--- src/design/phx_pkg.sv ---
package phx_pkg;

    localparam int unsigned ROUND_COUNT = 10;
    localparam int unsigned WORD_W      = 32;
    localparam int unsigned HALF_W      = 64;

    localparam logic [WORD_W-1:0] WEYL_KX = 32'h9E3779B9;
    localparam logic [WORD_W-1:0] WEYL_KY = 32'hBB67AE85;
    localparam logic [WORD_W-1:0] MUL_X   = 32'hD2511F53;
    localparam logic [WORD_W-1:0] MUL_Z   = 32'hCD9E8D57;

    // four working words of one counter block
    typedef struct packed {
        logic [WORD_W-1:0] x;
        logic [WORD_W-1:0] y;
        logic [WORD_W-1:0] z;
        logic [WORD_W-1:0] w;
    } t_words;

    // pair of round keys
    typedef struct packed {
        logic [WORD_W-1:0] kx;
        logic [WORD_W-1:0] ky;
    } t_round_key;

    // key offset of a round: round * weyl constant, mod 2^32
    function automatic logic [WORD_W-1:0] round_offset(input int unsigned rnd,
                                                       input logic [WORD_W-1:0] weyl);
        logic [2*WORD_W-1:0] prod;
        prod = (2*WORD_W)'(rnd) * {{WORD_W{1'b0}}, weyl};
        return prod[WORD_W-1:0];
    endfunction

endpackage

--- src/design/phx_round.sv ---
module phx_round (
    input  logic                i_clk,
    input  logic                i_rst_n,
    input  logic                i_en,
    input  logic                i_valid,
    input  phx_pkg::t_words     i_state,
    input  phx_pkg::t_round_key i_key,
    output logic                o_valid,
    output phx_pkg::t_words     o_state
);
    import phx_pkg::*;

    logic [2*WORD_W-1:0] w_px;
    logic [2*WORD_W-1:0] w_pz;
    t_words              n_state;
    t_words              r_state;
    logic                r_valid;

    // two 32x32 products, registered at the end of the stage
    assign w_px = {{WORD_W{1'b0}}, i_state.x} * {{WORD_W{1'b0}}, MUL_X};
    assign w_pz = {{WORD_W{1'b0}}, i_state.z} * {{WORD_W{1'b0}}, MUL_Z};

    always_comb begin
        n_state.x = w_pz[2*WORD_W-1:WORD_W] ^ i_state.y ^ i_key.kx;
        n_state.y = w_pz[WORD_W-1:0];
        n_state.z = w_px[2*WORD_W-1:WORD_W] ^ i_state.w ^ i_key.ky;
        n_state.w = w_px[WORD_W-1:0];
    end

    always_ff @(posedge i_clk) begin
        if (!i_rst_n) begin
            r_valid <= 1'b0;
        end else if (i_en) begin
            r_valid <= i_valid;
        end
    end

    always_ff @(posedge i_clk) begin
        if (i_en) begin
            r_state <= n_state;
        end
    end

    assign o_valid = r_valid;
    assign o_state = r_state;

endmodule

--- config.mk ---
export PLATFORM = sky130hd
export DESIGN_NAME = phx_round
export DESIGN_NICKNAME = d
export VERILOG_FILES = /design/src/design/phx_pkg.sv /design/src/design/phx_round.sv
export SDC_FILE = /design/constraint.sdc
export NUM_CORES = 2
export LEC_CHECK = 0
export BUFFER_PORTS_ARGS = -buffer_cell sky130_fd_sc_hd__buf_2
export CORE_AREA = 8 8 303 305
export DETAILED_ROUTE_END_ITERATION = 7
export DIE_AREA = 0 0 311 313
export GPL_ROUTABILITY_DRIVEN = 0
export GPL_TIMING_DRIVEN = 0
export MAX_ROUTING_LAYER = met4
export PLACE_DENSITY = 0.68
export SYNTH_ARGS = -nofsm -noshare
export SYNTH_HDL_FRONTEND = slang
export SYNTH_SLANG_ARGS = --single-unit
export TNS_END_PERCENT = 10
--- constraint.sdc ---
create_clock -name i_clk -period 18.3 [get_ports i_clk]
set_clock_uncertainty 0.05 [all_clocks]
set_input_delay 0 -clock i_clk [delete_from_list [all_inputs] [get_ports i_clk]]
set_output_delay 0 -clock i_clk [all_outputs]
set_load 0.01 [all_outputs]
==> results.md <==
STA:
- The count of final setup violators is 0.
- For the finished layout, the period the worst path requires is ~8 ns.
- Setup repair after global routing left no endpoint under its margin.
- The final worst setup slack is slightly above 10 ns.
- In the final timing run, aggregate negative setup slack is 0 ns.
- The count of final max-slew check failures is 0.
- In this run the tightest slew margin relative to its limit is between 20 and 30%.
- The transition time at the pin with the least slew margin is 1.071 ns.
- The fmax is between 0.1 and 0.15 GHz.
- The number of hold-slack violations in the final timing report is 0.
- The final critical-path share of the clock period is 43.67%.

Synth:
- The average cell area after synthesis is between 10 and 15 µm².
- The total of warnings raised by yosys is 0.
- Among all flip-flop cells after synthesis, the most frequent one is edfxtp_1.
- Sorting the synthesized cells by how often they occur yields inv_1, ha_1, fa_1, xnor2_1, a21oi_1.
- The cell with the most instances after synthesis is inv_1.
- Counting distinct cell types in the post-synthesis netlist gives between 60 and 70.
- The async set-or-reset flop fraction in the synthesized netlist is 0%.
- The number of flops mapped to enable cells by yosys is between 100 and 150.
- Summed over its instances, the top area cell type makes up 39.11% of the synthesized netlist area.
- The fraction of the yosys area taken by sequential cells is 8.975%.
- The net count after synthesis is about 6.0k.
- After synthesis the cells add up to 0.04305 mm².
- Synthesis produced approximately 4.1k cells.
- The top cell type by total area after synthesis is fa_1.
- The synthesized design contains 129 register bits.
- In the post-synthesis netlist, the biggest area contributors are fa_1, ha_1, inv_1, edfxtp_1, xnor2_1.

Run:
- Across the run, the number of max-cap violations was 0.

Detailed routing:
- The number of antenna-violating nets in the routed design is 0.
- Summed over all layers, the routed wires come to about 110000 µm.
- The first detailed-routing pass ran for 6 iterations.
- The post-route DRC violation count is 0.
- The routed via count divided by cell count is between 5 and 6.
- The per-cell routed wire length is 18.28 µm.
- The routed layout has 29.57k vias.
- For this block, the initial DRC count from the detailed router was ~1.6k.

Finish:
- In the final layout, the share of cells above drive strength 1 is 8.335%.
- The area growth from synthesis to layout is 10.99%.
- For this run, the number of standard cells in the final layout without fillers is 5775.
- The final layout net count is between 6k and 7k.

Critical path:
- The required time at the worst-slack endpoint is between 15 and 20 ns.
- The biggest fanout along the worst timing path is 14.
- The data arrival at the endpoint of the critical path is approximately 8 ns.
- The worst setup path is launched from an input pin.
- Counting both buffers and inverters, the worst setup path holds a total of 4.
- The cell family with the largest share of critical-path delay is adder cells.
- For this design, the slowest cell found on the critical path is nor3b_1.
- The cell that appears most often on the critical path is fa_1.
- The delay contributed by the slowest stage of the critical path is a little over 0.6 ns.
- The worst setup path category is in -> reg.
- The critical path capture point type is a flip-flop.

GRT:
- The overflow left after global routing is 0.
- The number of global-route vias before repair was around 32k.
- The first-pass GRT wire length is between 150000 and 200000 µm.
- The initial antenna violation count is 3.
- Entering global routing, the biggest net connects 81 pins.
- The global-route usage over all layers is a little under a quarter.

Floorplan:
- The core area is roughly 0.087 mm².
- The number of top-level design ports is around 330.
- From bottom edge to top edge, the die measures approximately 310 µm.
- The initial standard-cell utilization of the core is around half.
- The total die area is between 0.09 and 0.1 mm².
- The die width is 311 µm.
- The standard-cell row count is around 110.

Clock tree:
- The clock net sink count is between 100 and 150.
- TritonCTS built the clock tree.
- The clock network latency to the later pin of the worst-skew pair is roughly 0.48 ns.
- The clock transition at the registers of the reported paths is ~0.070 ns.
- Counting the buffers created by CTS gives 17.
- Post-CTS repair changed the size of 0 cells.
- The buffer depth of the longest clock path is 2.
- The H-tree was split into 4 levels.
- In this run the clock root is driven by a clkbuf_16.

Placed design:
- The sum of net half-perimeters after detailed placement is 91630 µm.
- The placed instance count is between 5k and 6k.
- In this run the tool buffered the top-level ports with 324 buffer cells.
- The setup slack at placement is 10.18 ns.

Outcome:
- The flow ran to the end, and the final reports show no timing, DRC or antenna violations.

Min path:
- The worst min-delay path category is in -> reg.
-- cell families (layout without fill, tap and decap cells) --
group	count (synthesis)	count (layout)	share of synthesized area, %
flops	129	129	8.975
other cells	0	3	0
simple gates	308	308	3.543
compound gates	426	426	6.260
fa+ha+maj	1701	1701	64.10
mux	1	1	0.02325
xor+xnor	282	282	5.737
buf+inv	1300	1760	11.36
-- area by class of cell --
type / instances / area, µm²
inverters: 1255 / 4711
multi-input cells: 2718 / 34300
diodes: 3 / 7.507
repair buffers: 428 / 2686
flip-flops and latches: 129 / 3864
clock inverters: 14 / 152.6
well taps: 1165 / 1458
clock buffers: 18 / 429.2
fillers: 7807 / 39500
plain buffers: 45 / 178.9
-- cells in the final DEF (no fill, tap or decap), types with 4 or more instances in the layout --
| cell | netlist | final |
|---|---|---|
| a211oi_1 | 14 | 14 |
| edfxtp_1 | 128 | 128 |
| clkbuf_1 | 36 | 37 |
| o21bai_1 | 19 | 19 |
| buf_2 | 8 | 331 |
| inv_6 | 0 | 6 |
| a221oi_1 | 4 | 4 |
| a21o_1 | 73 | 73 |
| a21oi_1 | 146 | 146 |
| nand3_1 | 22 | 22 |
| inv_1 | 1255 | 1255 |
| o211ai_1 | 7 | 7 |
| o21ai_0 | 60 | 60 |
| xor2_1 | 67 | 67 |
| o31ai_1 | 9 | 9 |
| xnor2_1 | 215 | 215 |
| nor3_1 | 15 | 15 |
| o21ai_1 | 25 | 25 |
| o21a_1 | 14 | 14 |
| nand2b_1 | 19 | 19 |
| a41oi_1 | 4 | 4 |
| a31oi_1 | 14 | 14 |
| nand4_1 | 32 | 32 |
| and2_1 | 12 | 12 |
| or3_1 | 4 | 4 |
| nor2b_1 | 17 | 17 |
| nand2_1 | 93 | 93 |
| or2_2 | 5 | 5 |
| fa_1 | 841 | 841 |
| nor4_1 | 5 | 5 |
| dlygate4sd3_1 | 0 | 103 |
| clkbuf_16 | 0 | 17 |
| and3_1 | 11 | 11 |
| ha_1 | 860 | 860 |
| nor2_1 | 61 | 61 |
-- state kept, by name, summed over array words and instances (netlist names) --
| signal | count |
|---|---|
| o_valid | 1 |
| o_state | 128 |
-- worst paths after layout --
check / from / to / slack (ns) / depth (start not counted)
max reg2reg: o_valid / o_valid / 17.12 / 3
min reg2reg: o_valid / o_valid / 1.01 / 3
min: i_key[10] / o_state[42] / 0.03 / 4
max: i_state[32] / o_state[124] / 10.31 / 25
-- timing repair --
item	in CTS	in global routing
endpoints found under the hold margin	103	0
hold buffers	103	0
setup buffers	0	0
-- routing by layer --
layer	part of all wire (%)	track usage [%]
met1	44	30.24
met2	47	36.77
met3	6.1	3.787
met4	2.3	5.731
met5	0	-
-- through the flow --
step / instance area, µm² / util (%) / hold WS, ns
6_report: 47780 / 54.74 / 0.02619
5_1_grt: 47780 / 54.74 / 0.05018
4_1_cts: 47780 / 54.74 / 0.002549
3_5_place_dp: 46160 / 52.89 / 0.1932
3_3_place_gp: 46130 / 52.85 / 0.1592
2_1_floorplan: 43050 / - / 0.04887
-- tightest hold or removal path, stage by stage --
cell	delay, ns
buf_2	0.08
xnor2_1	0.09
xnor2_1	0.14
xnor2_1	0.14
Power is left out: the tool's default activity adds up to more than one toggle a clock period on the data nets, which glitch-free logic cannot reach.
